[src/rtl/agsq_pkg.sv]
// Package for the sorted agenda queue: operation and status codes, cell control
// group and default sizes. Used by agsq_cell and the top level; has no
// dependencies of its own.
package agsq_pkg;

	localparam int DEF_CAPACITY      = 64;
	localparam int DEF_PRIORITY_BITS = 16;
	localparam int DEF_ID_BITS       = 16;

	typedef enum logic [1:0] {
		OP_INSERT = 2'd0,
		OP_REMOVE = 2'd1,
		OP_POP    = 2'd2
	} op_t;

	typedef enum logic [2:0] {
		ST_OK        = 3'd0,
		ST_NOT_FOUND = 3'd1,
		ST_DUPLICATE = 3'd2,
		ST_FULL      = 3'd3,
		ST_POP_EMPTY = 3'd4
	} status_t;

	typedef enum logic [1:0] {
		MODE_HOLD,
		MODE_INSERT,
		MODE_REMOVE,
		MODE_POP
	} cell_mode_t;

	// Broadcast from the top level to every cell.
	typedef struct packed {
		logic       capture;  // latch compare flags against the incoming item
		cell_mode_t mode;     // how the row moves on this edge
	} cell_ctl_t;

endpackage

[src/rtl/agsq_cell.sv]
// One slot of the sorted agenda row: holds an entry, compares it with the
// incoming item and takes its own, its neighbor's or the new entry.
// Depends on agsq_pkg.
module agsq_cell import agsq_pkg::*; #(
	parameter int CAPACITY      = DEF_CAPACITY,
	parameter int PRIORITY_BITS = DEF_PRIORITY_BITS,
	parameter int ID_BITS       = DEF_ID_BITS,
	parameter int INDEX         = 0,
	localparam int EW           = PRIORITY_BITS + 1 + 2 * ID_BITS,
	localparam int CW           = $clog2(CAPACITY + 1)
) (
	input  logic          clk,
	input  cell_ctl_t     ctl,
	input  logic [CW-1:0] count,
	input  logic [EW-1:0] in_entry,
	input  logic [EW-1:0] req_entry,
	input  logic          prev_before,
	input  logic [EW-1:0] prev_entry,
	input  logic [EW-1:0] next_entry,
	output logic [EW-1:0] entry,
	output logic          before_q,
	output logic          same_q
);

	logic [EW-1:0] entry_q;
	logic          valid;
	logic          ahead;

	// Map the entry to a key whose unsigned order is service order.
	function automatic logic [EW-1:0] order_key(input logic [EW-1:0] x);
		order_key = {~x[EW-1], x[EW-2:2*ID_BITS], ~x[2*ID_BITS-1:0]};
	endfunction

	assign valid  = count > CW'(INDEX);
	assign ahead  = valid && (order_key(entry_q) > order_key(in_entry));
	assign entry  = entry_q;

	always_ff @(posedge clk) begin
		if (ctl.capture) begin
			before_q <= ahead;
			same_q   <= valid && (entry_q == in_entry);
		end
		case (ctl.mode)
			MODE_INSERT: begin
				if (!before_q) begin
					entry_q <= prev_before ? req_entry : prev_entry;
				end
			end
			MODE_REMOVE: begin
				if (!before_q) begin
					entry_q <= next_entry;
				end
			end
			MODE_POP: begin
				entry_q <= next_entry;
			end
			default: begin
			end
		endcase
	end

endmodule

[config.mk]
export PLATFORM = sky130hd
export DESIGN_NAME = agsq_cell
export DESIGN_NICKNAME = d
export VERILOG_FILES = /design/src/rtl/agsq_pkg.sv /design/src/rtl/agsq_cell.sv
export SDC_FILE = /design/constraint.sdc
export NUM_CORES = 1
export LEC_CHECK = 0
export ABC_AREA = 1
export CORE_AREA = 2 2 99 101
export CTS_CLUSTER_DIAMETER = 120
export CTS_CLUSTER_SIZE = 25
export DETAILED_ROUTE_END_ITERATION = 10
export DIE_AREA = 0 0 101 103
export DONT_BUFFER_PORTS = 1
export PLACE_DENSITY_LB_ADDON = 0.12
export REMOVE_ABC_BUFFERS = 1
export SYNTH_ARGS = -nofsm -noshare
export SYNTH_HDL_FRONTEND = slang
export SYNTH_SLANG_ARGS = --single-unit
[constraint.sdc]
create_clock -name clk -period 10.9 [get_ports clk]
set_input_delay 2.18 -clock clk [delete_from_list [all_inputs] [get_ports clk]]
set_output_delay 2.18 -clock clk [all_outputs]
set_load 0.005 [all_outputs]
==> results.md, run 1 <==
- Status: finished, final reports clean
- Post-CTS Resized: 0
- Initial Utilization: 43.0%
- Sequential share of the synthesized area: 37.6%
- Max Slew Vio Count: 0
- # rows: 36
- Worst Path Arrival: 3330 ps
- Logic pwr share: 24.4%
- Final worst-path cycle share: 29.8%
- Fillers: 979
- Initial antenna violation count: 0
- P per Cell Area: 117 mW/mm2
- Cell area after synthesis: 0.00407 mm2
- Register area: 0.00153 mm2
- Die area: 0.0104 mm2
- Sw frac: 32.2%
- Layout cells sized above 1: 4.72%
- Final TNS setup: 0 ps
- IO Pins: 259
- CP delay by family, top: simple AND/OR/NAND/NOR gates
- Global-route total usage across every layer: 19.2%
- CTS Buf Count: 5
- Dominant cell type by area after synthesis: edfxtp_1
- Num Clock Sinks: 51
- Unrepaired setup endpoints after global routing: false
- Maximum clock frequency: 308 MHz
- Critical Path Most Common Cell: nand2_1
- Final min period: 3250 ps
- Setup-failing EPs final: 0
- Hold_buf cts: 0
- CP startpoint kind: input port
- Initial DRC count: 81
- Skew-Pair Late Insertion Delay: 310 ps
- Least-Margin Pin Slew: 847 ps
- Die height: 103 um
- Seq cells post-synth: 51
- CTS clk-pin slew, worst paths: 90 ps
- CTS Buffer Depth: 2
- CTS tree: built
- Worst Skew: 16.4 ps
- Ant. Diodes: 0
- Leakage: 1.98 nW
- Share of power burned in registers: 53.2%
- Antenna-violating nets left: 0
- Vias per cell: 5.46
- Rel. slew slack: 43.4%
- Worst path bufs/invs: 1
- VDD IR-drop max: 0.0548 mV
- Synth top area share: 37.6%
- First-pass iteration count of the detailed router: 6
- Total routed wirelength: 10.5 mm
- Slowest CP cell: ha_1
- Vias in the first global route: 3154
- Area Growth Syn to Fin: 3.57%
- Routed len/inst: 16.3 um
- Post-DP HPWL: 8.27 mm
- Min Hold Slack: 1070 ps
- Routed vias: 3519
- Crit. End Element: register
- Die Wd: 101 um
- Synth Area per Inst: 7.49 um2
- Root Driver: clkbuf_8
- Drt drc: 0
- Post-Syn Instances: 543
- Most area-consuming cells after synthesis: edfxtp_1 38%, ha_1 15%, a21oi_1 14%
- Largest net degree at the start of global routing: 53
- Nets: 786
- IO Port Bufs: 0
- Final GP Congestion: 0.800
- CORE AREA: 0.00946 mm2
- Postcts setup bufs: 0
- Switching Power: 0.159 mW
- Global-route wire length before repair: 15.6 mm
- Worst min-delay path class: register to register
- Critical-path cell list: ha_1 > nand2_1 > a21oi_1 > nor2_1 > nand2_1 > nand2_1 > nand3_1 > nand2_1 > clkinv_1 > nor2_1 > nor2_1
- # H-tree levels: 2
- Worst Path Required: 10980 ps
- Crit Path Class: input port to register
- Area taken by multi-input logic gates: 0.00215 mm2
- Max_cap viols: 0
- Clock share of power: 22.4%
- Crit-path max cell delay: 280 ps
- Internal power: 0.334 mW
- Crit Path Max Fanout: 4
- Final Hold Viols: 0
- Yosys cell types: 24
- Grt ovf: 0
- Synth Warn #: 0
## cell usage in the layout, fill, tap and decap left out
| cell type | n |
|---|---|
| a21o_1 | 3 |
| a21oi_1 | 116 |
| a21oi_4 | 1 |
| buf_4 | 1 |
| clkbuf_1 | 2 |
| clkbuf_8 | 5 |
| clkinv_1 | 1 |
| clkinv_2 | 1 |
| edfxtp_1 | 51 |
| ha_1 | 49 |
| inv_1 | 71 |
| inv_2 | 8 |
| nand2_1 | 117 |
| nand2_2 | 4 |
| nand3_1 | 7 |
| nand3_2 | 1 |
| nand4_1 | 5 |
| nand4_2 | 1 |
| nor2_1 | 69 |
| nor2_2 | 1 |
| nor2_4 | 2 |
| nor3_1 | 7 |
| nor4_1 | 4 |
| o21a_1 | 1 |
| o21ai_0 | 2 |
## kinds of logic (layout without fill, tap and decap cells)
| group | after synthesis | in the layout | share of synthesized area [%] |
|---|---|---|---|
| compound gates | 123 | 123 | 15.4 |
| flops | 51 | 51 | 37.6 |
| buf+inv | 102 | 89 | 9.78 |
| simple gates | 218 | 218 | 22.1 |
| fa+ha+maj | 49 | 49 | 15.1 |
## sequential cells by signal, indices dropped and copies added, names as in the netlist
signal    count
entry        49
same_q        1
before_q      1
## tightest hold or removal path, delay by kind of cell (launching register included)
kind	cells	cell delay [ps]
fa+ha+maj	1	250
flops	1	390
simple gates	4	270
## worst paths after layout
kind	start	endpoint	slack, ps	depth (start not counted)
max	in_entry[8]	before_q	7650	11
min	entry[45]	same_q	1070	5
max reg2reg	entry[7]	before_q	9090	12
min reg2reg	entry[45]	same_q	1070	5
## cell type report
type	count	area share, %
inverters	80	7.13
well taps	114	3.38
repair buffers	1	0.178
flip-flops and latches	51	36.3
multi-input cells	390	51.0
clock inverters	1	0.119
clock buffers	7	1.81
## power groups by stage
stage	clock network, mW	logic, mW	registers (mW)
2_1_floorplan	0	0.0936	0.261
3_5_place_dp	0	0.123	0.268
6_report	0.111	0.120	0.262
3_3_place_gp	0	0.120	0.267
4_1_cts	0.115	0.123	0.263
5_1_grt	0.122	0.143	0.265
## Yosys cell counts (all sizes together)
| master | count |
|---|---|
| nand2 | 121 |
| a21oi | 117 |
| inv | 79 |
| nor2 | 72 |
| edfxtp | 51 |
| ha | 49 |
| clkbuf | 12 |
| buf | 10 |
| nand3 | 8 |
| nor3 | 7 |
| nand4 | 6 |
| nor4 | 4 |
| a21o | 3 |
| o21ai | 2 |
| clkinv | 1 |
| o21a | 1 |
## stage by stage
stage               util, %  cell area (um2)  instances  setup slack, ps  power, mW
global route           44.6             4210        644             7530      0.531
finish                 44.6             4210        644             7650      0.493
detailed placement     43.7             4130        636             7310      0.391
CTS                    44.6             4210        644             7660      0.502
global placement       43.7             4130        636             7310      0.387
floorplan                 -             3970        521             5820      0.355
## metal layers
metal	share of wire (%)	track usage (%)	routed length, um
met1	40	23.1	4190
met2	50	33.8	5230
met3	8.3	5.02	875
met4	2.1	5.51	223
met5	0	0	0
Power figures use the tool's default switching activity.
==> run 2, diff against run 1 <==
==> constraint.sdc (replaced) <==
create_clock -name clk -period 2.6 [get_ports clk]
set_input_delay 0.52 -clock clk [delete_from_list [all_inputs] [get_ports clk]]
set_output_delay 0.52 -clock clk [all_outputs]
set_load 0.005 [all_outputs]
==> run 2 against run 1 <==
Effect of this change: clock skew fell by 2.0 ps; clock power rose to 4.1 times the previous value; highest routed layer unchanged; register-to-register slack got worse by 8300 ps; combinational power rose to 4.2 times the previous value; setup slack got worse by 6900 ps; hold slack got worse by 750 ps; non-clock buffer count did not move; first-iteration DRC count rose by 20%; power rose to 4.2 times the previous value.
==> results.md, run 2 (synthesis results as in run 1) <==
- Crit. End Element: register
- Final Hold Viols: 0
- Hold_buf cts: 0
- Max_cap viols: 0
- Worst Path Required: 2660 ps
- Crit Path Max Fanout: 4
- Most frequent cells in the layout: 117 x nand2_1, 116 x a21oi_1, 71 x inv_1, 69 x nor2_1, 51 x edfxtp_1
- Pwr Total: 2.06 mW
- Largest net degree at the start of global routing: 53
- Routed len/inst: 16.4 um
- Clock share of power: 22.1%
- Final worst-path cycle share: 70.0%
- Leakage: 1.97 nW
- Vias per cell: 5.42
- CORE AREA: 0.00946 mm2
- Switching Power: 0.664 mW
- Share of power burned in registers: 53.3%
- Total routed wirelength: 10.6 mm
- First-pass iteration count of the detailed router: 4
- Die area: 0.0104 mm2
- P per Cell Area: 489 mW/mm2
- Rel. slew slack: 43.4%
- Internal power: 1.40 mW
- Sw frac: 32.2%
- Worst Path Arrival: 1880 ps
- VDD IR-drop max: 0.226 mV
- Area Growth Syn to Fin: 3.54%
- Least-Margin Pin Slew: 848 ps
- Drt drc: 0
- Routed vias: 3491
- Num Clock Sinks: 51
- Initial Utilization: 43.0%
- Maximum clock frequency: 550 MHz
- Final GP Congestion: 0.800
- # H-tree levels: 2
- Die height: 103 um
- Final min period: 1820 ps
- Post-DP HPWL: 8.25 mm
- # rows: 36
- Min Hold Slack: 328 ps
- Layout cells sized above 1: 4.53%
- Global-route wire length before repair: 15.6 mm
- Global-route total usage across every layer: 19.2%
- Skew-Pair Late Insertion Delay: 310 ps
- Nets: 786
- CTS Buffer Depth: 2
- Crit Path Class: register to register
- Setup-failing EPs final: 0
- Worst Skew: 14.4 ps
- Initial DRC count: 97
- Grt ovf: 0
- Utilization after layout: 44.5%
- Antenna-violating nets left: 0
- Commonest non-fill, non-tap cell in the layout: nand2_1
- Worst min-delay path class: input port to register
- Largest register FFs: 49
- IO Port Bufs: 0
- Initial antenna violation count: 0
- CP startpoint kind: register
- Vias in the first global route: 3138
- CTS tree: built
- Status: finished, final reports clean
- Ant. Diodes: 0
- Postcts setup bufs: 0
- CTS clk-pin slew, worst paths: 80 ps
- IO Pins: 259
- Logic pwr share: 24.6%
- Unrepaired setup endpoints after global routing: false
- Root Driver: clkbuf_8
- Die Wd: 101 um
- Post-CTS Resized: 0
- Max Slew Vio Count: 0
- CTS Buf Count: 5
run 2: changes by cell type in the layout (fill, tap and decap cells not counted):
| cell | change |
|---|---|
| clkbuf_1 | -1 |
| clkinv_1 | +2 |
| clkinv_2 | -1 |
run 2: worst max-delay path, cell delays in order, from the launching register on:
cell      delay [ps]
edfxtp_1         430
inv_1             80
ha_1             220
nand2_1          180
a21oi_1           60
nor2_1           150
nand2_1           80
nand2_1           60
nand3_1           70
nand2_1           70
clkinv_1          50
nor2_1            90
nor2_1            40
run 2: final cells by class:
cell class	count	area, um2
fillers	976	5250
clock buffers	6	72.6
multi-input cells	390	2150
clock inverters	2	7.51
repair buffers	1	7.51
well taps	114	143
flip-flops and latches	51	1530
inverters	80	300
run 2: power by group through the flow:
stage / clock network, mW / logic [mW] / registers (mW)
floorplan: 0 / 0.392 / 1.10
global placement: 0 / 0.503 / 1.12
detailed placement: 0 / 0.516 / 1.12
CTS: 0.468 / 0.519 / 1.10
global route: 0.500 / 0.603 / 1.11
finish: 0.455 / 0.507 / 1.10
run 2: metrics by stage:
stage	TNS (ps)	setup slack [ps]	std cells	area, um2
after floorplan	-40140	-819	521	3970
after global placement	0	675	636	4130
after detailed placement	0	673	636	4130
after CTS	0	754	644	4210
after global routing	0	614	644	4210
final	0	781	644	4210
run 2: final timing paths:
kind                   from  endpoint  slack (ps)  cells after the start
setup reg to reg   entry[7]  before_q         780                     12
hold / removal       ctl[2]  before_q         330                      0
hold reg to reg   entry[45]    same_q        1070                      5
setup / recovery   entry[7]  before_q         780                     12
run 2: layer usage:
metal	wire length (um)	up-vias	GRT usage (%)
li1	-	1766	-
met1	4270	1552	22.7
met5	0	-	0
met2	5240	157	34.4
met4	177	0	4.78
met3	900	16	5.69
